`src/rtl/idfl_pkg.sv`:
```
// ----------------------------------------------------------------------------
// idfl_pkg
// Shared widths, codes and defaults for the ID free-list allocator.
// ----------------------------------------------------------------------------
package idfl_pkg;

    localparam int ID_W     = 8;
    localparam int STATUS_W = 2;

    // Largest ID that fits in an ID word.
    localparam int ID_MAX_VAL = (1 << ID_W) - 1;

    // Default for the top level's MAX_ID parameter.
    localparam int MAX_ID_DEF = 255;

    typedef logic [ID_W-1:0]     id_t;
    typedef logic [STATUS_W-1:0] status_t;

    localparam logic ACT_GENERATE = 1'b0;
    localparam logic ACT_RELEASE  = 1'b1;

    localparam status_t STAT_OK        = 2'd0;
    localparam status_t STAT_EXHAUSTED = 2'd1;
    localparam status_t STAT_IGNORED   = 2'd2;

endpackage

```
`src/rtl/idfl_req_if.sv`:
```
// ----------------------------------------------------------------------------
// idfl_req_if
// Request channel: valid/ready handshake carrying one request word.
// ----------------------------------------------------------------------------
interface idfl_req_if;

    logic             valid;
    logic             ready;
    logic             action;
    idfl_pkg::id_t    release_id;

    modport source (output valid, output action, output release_id, input ready);
    modport sink   (input valid, input action, input release_id, output ready);

endinterface

```
`src/rtl/idfl_rsp_if.sv`:
```
// ----------------------------------------------------------------------------
// idfl_rsp_if
// Response channel: valid/ready handshake carrying one response word.
// ----------------------------------------------------------------------------
interface idfl_rsp_if;

    logic                valid;
    logic                ready;
    idfl_pkg::id_t       id_out;
    idfl_pkg::status_t   status;

    modport source (output valid, output id_out, output status, input ready);
    modport sink   (input valid, input id_out, input status, output ready);

endinterface

```
`src/rtl/id_free_list_allocator.sv`:
```
// ----------------------------------------------------------------------------
// id_free_list_allocator
// Hands out unique nonzero IDs from a LIFO free stack and takes them back.
// ----------------------------------------------------------------------------
// After reset the block runs a clearing pass over bitmap entries 0 to
// min(MAX_ID, 255), during which no request word is taken. Each request is
// then handled in order: on acceptance the stack top and the bitmap bit are
// read from their RAMs, whose reads are registered; in the execute state the
// block decides, writes back and loads the result into the output register. A
// request is taken while the previous response still waits in the output
// register; the write-back stalls only if that register is still full.
// Generate pops the most recently freed ID, or raises the high-water mark when
// the stack is empty, and reports exhausted once that mark reaches the limit.
// Releasing zero, an ID above the limit or an ID not currently assigned is
// ignored and flagged; the ID is echoed in every case.
module id_free_list_allocator #(
    parameter int MAX_ID = idfl_pkg::MAX_ID_DEF
) (
    input  logic       clk,
    input  logic       rst_n,
    idfl_req_if.sink   req,
    idfl_rsp_if.source rsp
);

    localparam int IW        = idfl_pkg::ID_W;
    localparam int ID_LIMIT  = (MAX_ID > idfl_pkg::ID_MAX_VAL) ? idfl_pkg::ID_MAX_VAL : MAX_ID;
    localparam int STACK_DEP = ID_LIMIT;
    localparam int MAP_DEP   = ID_LIMIT + 1;
    localparam int SA        = $clog2(STACK_DEP);
    localparam int MA        = $clog2(MAP_DEP);

    localparam logic [IW-1:0] LIMIT_V = IW'(ID_LIMIT);
    localparam logic [MA-1:0] CLR_END = MA'(ID_LIMIT);

    typedef enum logic [2:0] {
        S_CLEAR = 3'b001,
        S_IDLE  = 3'b010,
        S_EXEC  = 3'b100
    } state_t;

    state_t             state_reg, state_next;
    logic [MA-1:0]      clr_reg, clr_next;
    logic [IW-1:0]      free_count_reg, free_count_next;
    logic [IW-1:0]      high_water_reg, high_water_next;
    logic               action_reg;
    logic [IW-1:0]      rid_reg;
    logic               out_valid_reg, out_valid_next;
    idfl_pkg::id_t      out_id_reg;
    idfl_pkg::status_t  out_status_reg;

    logic               accept;
    logic               commit;
    logic [IW-1:0]      count_dec;

    logic               stack_we;
    logic [SA-1:0]      stack_waddr;
    logic [IW-1:0]      stack_wdata;
    logic [SA-1:0]      stack_raddr;
    logic [IW-1:0]      stack_rdata;

    logic               map_we;
    logic [MA-1:0]      map_waddr;
    logic               map_wdata;
    logic [MA-1:0]      map_raddr;
    logic               map_rdata;

    logic               stack_empty;
    logic               hw_full;
    logic               rel_bad;
    logic               push_ok;
    idfl_pkg::id_t      res_id;
    idfl_pkg::status_t  res_status;

    assign req.ready = (state_reg == S_IDLE);
    assign accept    = req.valid && req.ready;
    assign commit    = (state_reg == S_EXEC) && (!out_valid_reg || rsp.ready);

    // Read addresses are presented with the request word, so the data is
    // there in the execute cycle.
    assign count_dec   = free_count_reg - IW'(1);
    assign stack_raddr = count_dec[SA-1:0];
    assign map_raddr   = req.release_id[MA-1:0];

    idfl_ram #(
        .WIDTH (IW),
        .DEPTH (STACK_DEP)
    ) u_stack_ram (
        .clk   (clk),
        .we    (stack_we),
        .waddr (stack_waddr),
        .wdata (stack_wdata),
        .re    (accept),
        .raddr (stack_raddr),
        .rdata (stack_rdata)
    );

    idfl_ram #(
        .WIDTH (1),
        .DEPTH (MAP_DEP)
    ) u_map_ram (
        .clk   (clk),
        .we    (map_we),
        .waddr (map_waddr),
        .wdata (map_wdata),
        .re    (accept),
        .raddr (map_raddr),
        .rdata (map_rdata)
    );

    // Decision for the request in the execute state.
    always_comb
    begin
        stack_empty = (free_count_reg == '0);
        hw_full     = (high_water_reg >= LIMIT_V);
        rel_bad     = (rid_reg == '0) || (rid_reg > LIMIT_V) || !map_rdata;
        push_ok     = !rel_bad && (free_count_reg < LIMIT_V);
        res_id      = rid_reg;
        res_status  = idfl_pkg::STAT_OK;
        if (action_reg == idfl_pkg::ACT_GENERATE)
        begin
            if (!stack_empty)
            begin
                res_id = stack_rdata;
            end
            else if (hw_full)
            begin
                res_id     = '0;
                res_status = idfl_pkg::STAT_EXHAUSTED;
            end
            else
            begin
                res_id = high_water_reg + IW'(1);
            end
        end
        else if (rel_bad)
        begin
            res_status = idfl_pkg::STAT_IGNORED;
        end
    end

    // Write-back to both RAMs and the counters, the clearing pass and the state sequencing.
    always_comb
    begin
        stack_we        = 1'b0;
        stack_waddr     = free_count_reg[SA-1:0];
        stack_wdata     = rid_reg;
        map_we          = 1'b0;
        map_waddr       = clr_reg;
        map_wdata       = 1'b0;
        free_count_next = free_count_reg;
        high_water_next = high_water_reg;
        clr_next        = clr_reg;
        state_next      = state_reg;

        case (state_reg)
            S_CLEAR:
            begin
                map_we   = 1'b1;
                clr_next = clr_reg + MA'(1);
                // The stack starts out holding ID one in its bottom entry.
                if (clr_reg == '0)
                begin
                    stack_we    = 1'b1;
                    stack_waddr = '0;
                    stack_wdata = IW'(1);
                end
                if (clr_reg == CLR_END)
                begin
                    state_next = S_IDLE;
                end
            end
            S_IDLE:
            begin
                if (accept)
                begin
                    state_next = S_EXEC;
                end
            end
            S_EXEC:
            begin
                if (commit)
                begin
                    state_next = S_IDLE;
                    if (action_reg == idfl_pkg::ACT_GENERATE)
                    begin
                        if (res_status == idfl_pkg::STAT_OK)
                        begin
                            map_we    = 1'b1;
                            map_waddr = res_id[MA-1:0];
                            map_wdata = 1'b1;
                            if (!stack_empty)
                            begin
                                free_count_next = count_dec;
                            end
                            else
                            begin
                                high_water_next = res_id;
                            end
                        end
                    end
                    else if (!rel_bad)
                    begin
                        map_we    = 1'b1;
                        map_waddr = rid_reg[MA-1:0];
                        map_wdata = 1'b0;
                        if (push_ok)
                        begin
                            stack_we        = 1'b1;
                            free_count_next = free_count_reg + IW'(1);
                        end
                    end
                end
            end
            default:
            begin
                state_next = S_CLEAR;
            end
        endcase
    end

    always_comb
    begin
        out_valid_next = out_valid_reg;
        if (commit)
        begin
            out_valid_next = 1'b1;
        end
        else if (rsp.ready)
        begin
            out_valid_next = 1'b0;
        end
    end

    always_ff @(posedge clk or negedge rst_n)
    begin
        if (!rst_n)
        begin
            state_reg      <= S_CLEAR;
            clr_reg        <= '0;
            free_count_reg <= IW'(1);
            high_water_reg <= IW'(1);
            out_valid_reg  <= 1'b0;
        end
        else
        begin
            state_reg      <= state_next;
            clr_reg        <= clr_next;
            free_count_reg <= free_count_next;
            high_water_reg <= high_water_next;
            out_valid_reg  <= out_valid_next;
        end
    end

    always_ff @(posedge clk)
    begin
        if (accept)
        begin
            action_reg <= req.action;
            rid_reg    <= req.release_id;
        end
        if (commit)
        begin
            out_id_reg     <= res_id;
            out_status_reg <= res_status;
        end
    end

    assign rsp.valid  = out_valid_reg;
    assign rsp.id_out = out_id_reg;
    assign rsp.status = out_status_reg;

endmodule

```
`src/rtl/idfl_ram.sv`:
```
// ----------------------------------------------------------------------------
// idfl_ram
// Generic simple dual-port RAM: one write port, one read port, registered read.
// ----------------------------------------------------------------------------
module idfl_ram #(
    parameter int WIDTH = 8,
    parameter int DEPTH = 256,
    localparam int AW   = (DEPTH > 1) ? $clog2(DEPTH) : 1
) (
    input  logic             clk,
    input  logic             we,
    input  logic [AW-1:0]    waddr,
    input  logic [WIDTH-1:0] wdata,
    input  logic             re,
    input  logic [AW-1:0]    raddr,
    output logic [WIDTH-1:0] rdata
);

    logic [WIDTH-1:0] mem [DEPTH];
    logic [WIDTH-1:0] rdata_reg;

    always_ff @(posedge clk)
    begin
        if (we)
        begin
            mem[waddr] <= wdata;
        end
        if (re)
        begin
            rdata_reg <= mem[raddr];
        end
    end

    assign rdata = rdata_reg;

endmodule
```
`src/flat_wrapper.sv`:
```
// flat-port wrapper written by rule: the top's interface ports become plain ports
module id_free_list_allocator_flat 
#(
    parameter int MAX_ID = idfl_pkg::MAX_ID_DEF
)
  (clk, rst_n, req_valid, req_action, req_release_id, req_ready, rsp_valid, rsp_id_out, rsp_status, rsp_ready);
  idfl_req_if req_i ();
  idfl_rsp_if rsp_i ();
  input  logic clk;
  input  logic rst_n;
  input wire logic [$bits(req_i.valid)-1:0] req_valid;
  input wire logic [$bits(req_i.action)-1:0] req_action;
  input wire logic [$bits(req_i.release_id)-1:0] req_release_id;
  output wire logic [$bits(req_i.ready)-1:0] req_ready;
  output wire logic [$bits(rsp_i.valid)-1:0] rsp_valid;
  output wire logic [$bits(rsp_i.id_out)-1:0] rsp_id_out;
  output wire logic [$bits(rsp_i.status)-1:0] rsp_status;
  input wire logic [$bits(rsp_i.ready)-1:0] rsp_ready;
  assign req_i.valid = req_valid;
  assign req_i.action = req_action;
  assign req_i.release_id = req_release_id;
  assign req_ready = req_i.ready;
  assign rsp_valid = rsp_i.valid;
  assign rsp_id_out = rsp_i.id_out;
  assign rsp_status = rsp_i.status;
  assign rsp_i.ready = rsp_ready;
  id_free_list_allocator #(.MAX_ID(MAX_ID)) u_core (.clk(clk), .rst_n(rst_n), .req(req_i), .rsp(rsp_i));
endmodule
```
`config.mk`:
```
export PLATFORM = sky130hd
export DESIGN_NAME = id_free_list_allocator_flat
export DESIGN_NICKNAME = d
export VERILOG_FILES = /design/src/rtl/idfl_pkg.sv /design/src/rtl/idfl_req_if.sv /design/src/rtl/idfl_rsp_if.sv /design/src/rtl/id_free_list_allocator.sv /design/src/rtl/idfl_ram.sv /design/src/flat_wrapper.sv
export SDC_FILE = /design/constraint.sdc
export NUM_CORES = 2
export LEC_CHECK = 0
export BUFFER_PORTS_ARGS = -buffer_cell sky130_fd_sc_hd__buf_2
export CELL_PAD_IN_SITES_DETAIL_PLACEMENT = 1
export CELL_PAD_IN_SITES_GLOBAL_PLACEMENT = 2
export CORE_MARGIN = 4
export CORE_UTILIZATION = 30
export CTS_BUF_LIST = sky130_fd_sc_hd__clkbuf_8
export CTS_CLUSTER_SIZE = 20
export DETAILED_ROUTE_END_ITERATION = 8
export PLACE_DENSITY_LB_ADDON = 0.3
export SYNTH_ARGS = -nofsm -noshare
export SYNTH_HDL_FRONTEND = slang
export SYNTH_HIERARCHICAL = 1
export SYNTH_SLANG_ARGS = --single-unit
```
`constraint.sdc`:
```
create_clock -name clk -period 5.7 [get_ports clk]
set_clock_uncertainty 0.05 [all_clocks]
set_input_delay 0.57 -clock clk [delete_from_list [all_inputs] [get_ports clk]]
set_output_delay 0.57 -clock clk [all_outputs]
set_load 0.02 [all_outputs]
```
==> metrics.md <==
| Metric | Value |
|---|---|
| Status | finished clean |
| Hold Fails Final Rpt | 0 |
| Per-cell routed wire length | a little under 30 um |
| Power Density | around 300 nW/um^2 |
| Setup crit start kind | flop |
| Drt via density | roughly 5 |
| Detailed placement HPWL | 180 mm |
| Leading registers by flop count | u_core/u_stack_ram/mem x2040, u_core/u_map_ram/mem x256 |
| GRT overflow | 0 |
| Sw Pwr | about 0.0070 W |
| Die H | between 500 and 600 um |
| Die Wd | approximately 570 um |
| Hold WC Path Type | input pin to async pin |
| Drt drc | 0 |
| Max Slew Vio Count | 0 |
| Period utilization | 0.916 |
| Yosys reg bits | 2352 |
| Clk slew on worst S/H paths | 0.06 ns |
| Clock sink count | 2352 |
| Highest clock rate | 0.192 GHz |
| Largest net degree at the start of global routing | 172 |
| Critical Path Most Common Cell | inv_8 |
| Number of CTS-inserted buffers | 398 |
| DR iter-0 viols | slightly above 5000 |
| Arr. time, crit path | between 5 and 6 ns |
| WP data required | 6.36 ns |
| Synthesized Nets | 5006 |
| Die ar. | 324000 um^2 |
| Most used DFF post-synth | edfxtp_1 |
| # IOs | 25 |
| Initial Util | 0.302 |
| CTS tree | yes |
| Met1 Use GR | 0.250 |
| # fillers | ~32000 |
| Met3 global-route usage | 0.0287 |
| Final Power | 0.0327 W |
| Mean area per synthesized cell | approximately 19 um^2 |
| Switching Share | 0.215 |
| Initial antenna violation count | 15 |
| Mapped Area | 94600 um^2 |
| Multi-input logic area | ~22000 um^2 |
| Setup_tns | 0 ns |
| Bufs on Longest Clock Path | 4 |
| Cells after DPL | 9255 |
| CP max stage cell | a2111oi_0 |
| Worst-path fanout max | 51 |
| Most flops, register | u_core/u_stack_ram/mem |
| Post-synthesis cell count | 4987 |
| Clock Tree Root | clkbuf_8 |
| RSZ-0062 raised after global routing | false |
| Number of I/O port buffers | 24 |
| Skew-Pair Late Insertion Delay | 1.03 ns |
| Register area | 70500 um^2 |
| Post-place setup slack | 0.607 ns |
| Busiest grt layer | met2 |
| Yosys warns | 6 |
| Placer's final routability congestion estimate | 0.811 |
| Minimum clock period after layout | 5.22 ns |
| Leakage | 33.3 nW |
| Largest stage delay, worst path | approximately 1.2 ns |
| Slew HR | 0.0684 |
| Post-synth cell types | 90 |
| Post-route ant nets | 0 |
| Number of global-route vias before repair | 53644 |
| H-tree depth | 5 |
| Critical path class | flop to flop |
| Total Routing Usage GR | 0.175 |
| Nets@finish | about 5500 |
| Layout area overhead | 14.7% |
| Combinational power share | 0.004 |
| Router iterations before antenna repair | 5 |
| Met2 Usage GRT | 0.280 |
| Int Pwr | ~0.026 W |
| Sequential fraction of design power | 0.572 |
| EDFF count, synth | 2324 |
| Final setup margin | 0.481 ns |
| Clock power share | 0.424 |
| First-pass GRT wire length | 413 mm |
| Worst slew pin tran | 1.36 ns |
| Max cap viols | 0 |
| Worst VDD drop | 180 uV |
| CP Capture Type | flop |
| Site Rows | 205 |
| Fin cells | ~10000 |
| Largest register FFs | 2040 |
| Register area share after synthesis | 0.745 |
| Asr flop ratio synth | 0.0119 |
| Final setup fails | 0 |
| Share of layout cells above drive strength 1 | 0.240 |
| Worst hold slack | 0.121 ns |
| Core region area | about 310000 um^2 |
| Vias post-DR | between 50000 and 60000 |
| Wirelength, routed | 290 mm |
| CP cell instances | inv_8 > ha_1 > inv_8 > nand2b_4 > buf_4 > o22ai_1 > a2111oi_0 > nor3_1 > nor3_2 > o32ai_1 |
## through the flow
step           utilization  cell area [um^2]
4_1_cts              0.347            109000
6_report             0.347            109000
5_1_grt              0.347            109000
3_3_place_gp         0.324            101000
3_5_place_dp         0.324            101000
2_1_floorplan            -             94600
## timing repair
item,CTS,global route
buffers inserted,0,0
resized for setup,0,0
hold buffers,9,0
endpoints found under the hold margin,37,0
## final timing paths
| check | endpoint | slack [ns] | cells past startpoint | start |
|---|---|---|---|---|
| worst min register to register | u_core/clr_reg[6] | 0.49 | 1 | u_core/clr_reg[6] |
| max in group asynchronous | u_core/free_count_reg[3] | 4.94 | 2 | rst_n |
| worst min-delay path | u_core/high_water_reg[4] | 0.12 | 2 | rst_n |
| min in group clk | u_core/rid_reg[3] | 0.19 | 1 | req_release_id[3] |
| worst max-delay path | u_core/u_stack_ram/rdata[0] | 0.48 | 10 | u_core/free_count_reg[0] |
| worst max register to register | u_core/u_stack_ram/rdata[0] | 0.48 | 10 | u_core/free_count_reg[0] |
## cells in the final DEF (no fill, tap or decap), types with 8 or more instances in the layout
cell,Yosys,layout
mux4_2,424,424
mux2i_1,246,246
buf_4,23,395
buf_2,60,23
nand2_1,223,222
dfrtp_1,25,25
o221ai_1,62,62
clkinv_2,0,36
nand4_1,18,18
nor3_1,34,34
o31ai_1,9,8
buf_12,4,23
and3_1,21,21
mux2_2,21,21
nor2b_1,31,31
bufinv_16,0,8
xnor2_1,16,13
clkinv_1,3,112
inv_8,0,9
o211ai_1,12,12
inv_1,14,137
and2_1,25,18
edfxtp_1,2324,2324
o22ai_1,82,82
dlygate4sd3_1,1,9
a22oi_1,33,33
nor2_1,590,590
nand3_1,78,78
a2111oi_0,14,13
clkbuf_8,5,400
a31oi_1,25,25
o21ai_0,41,41
mux4_1,60,60
a211oi_1,14,14
nor4_1,13,13
a21oi_1,74,74
a221o_1,8,8
## worst max-delay path: cells and delay by family (launching register included)
kind            cells  cell delay, ns
flops               1            0.61
compound gates      3            1.44
simple gates        3            1.43
buf+inv             3            0.92
fa+ha+maj           1            0.46
## Yosys cell counts, types with 12 or more instances
cell type  count  area, um^2
and3_1        21         131
edfxtp_1    2324       69800
a211oi_1      14         105
buf_4         23         173
and2_1        25         156
nor4_1        13        81.3
a22oi_1       33         248
nand2_1      223         837
buf_6         40         450
o21ai_0       41         205
a2111oi_0     14         123
nor2b_1       31         194
inv_1         14        52.6
nand3_1       78         390
o211ai_1      12        90.1
buf_2         60         300
nand4_1       18         113
buf_1         13        48.8
o22ai_1       82         513
clkbuf_1     127         477
o221ai_1      62         543
nor2_1       590        2210
a21oi_1       74         370
nor3_1        34         170
a31oi_1       25         156
mux4_2       424        9550
buf_8         30         450
mux4_1        60        1580
dfrtp_1       25         626
mux2i_1      246        2460
xnor2_1       16         140
mux2_2        21         236
## final cells by class
| cell class | instances | area share |
|---|---|---|
| sequential | 2352 | 0.650 |
| clock inverter | 303 | 0.0147 |
| clock buffer | 400 | 0.0507 |
| multi-input combinational | 2304 | 0.203 |
| tap | 4140 | 0.0477 |
| antenna | 3 | 0.0000692 |
| timing repair buffer | 450 | 0.0335 |
| inverter | 18 | 0.000865 |
## power by group through the flow
stage               registers (W)  clock network, W  logic (W)
finish                     0.0187            0.0139   0.000118
global route               0.0187            0.0151   0.000127
CTS                        0.0187            0.0144   0.000121
detailed placement         0.0191                 0   0.000116
global placement           0.0191                 0   0.000116
floorplan                  0.0191                 0  0.0000727
## routing by layer
metal / vias to the layer above / wire (um)
li1: 21371 / -
met1: 27733 / 129000
met2: 1626 / 136000
met3: 430 / 17300
met4: 2 / 7260
met5: - / 11
## cell families (layout without fill, tap and decap cells)
logic type	Yosys count	in the layout	synth area share
flops	2352	2352	0.745
simple gates	1084	1084	0.0497
mux	751	751	0.146
compound gates	440	440	0.0327
buf+inv	331	1171	0.0233
xor+xnor	23	23	0.00213
fa+ha+maj	6	6	0.000794
other cells	0	3	0
No activity file was read; power rests on OpenSTA's default activity.
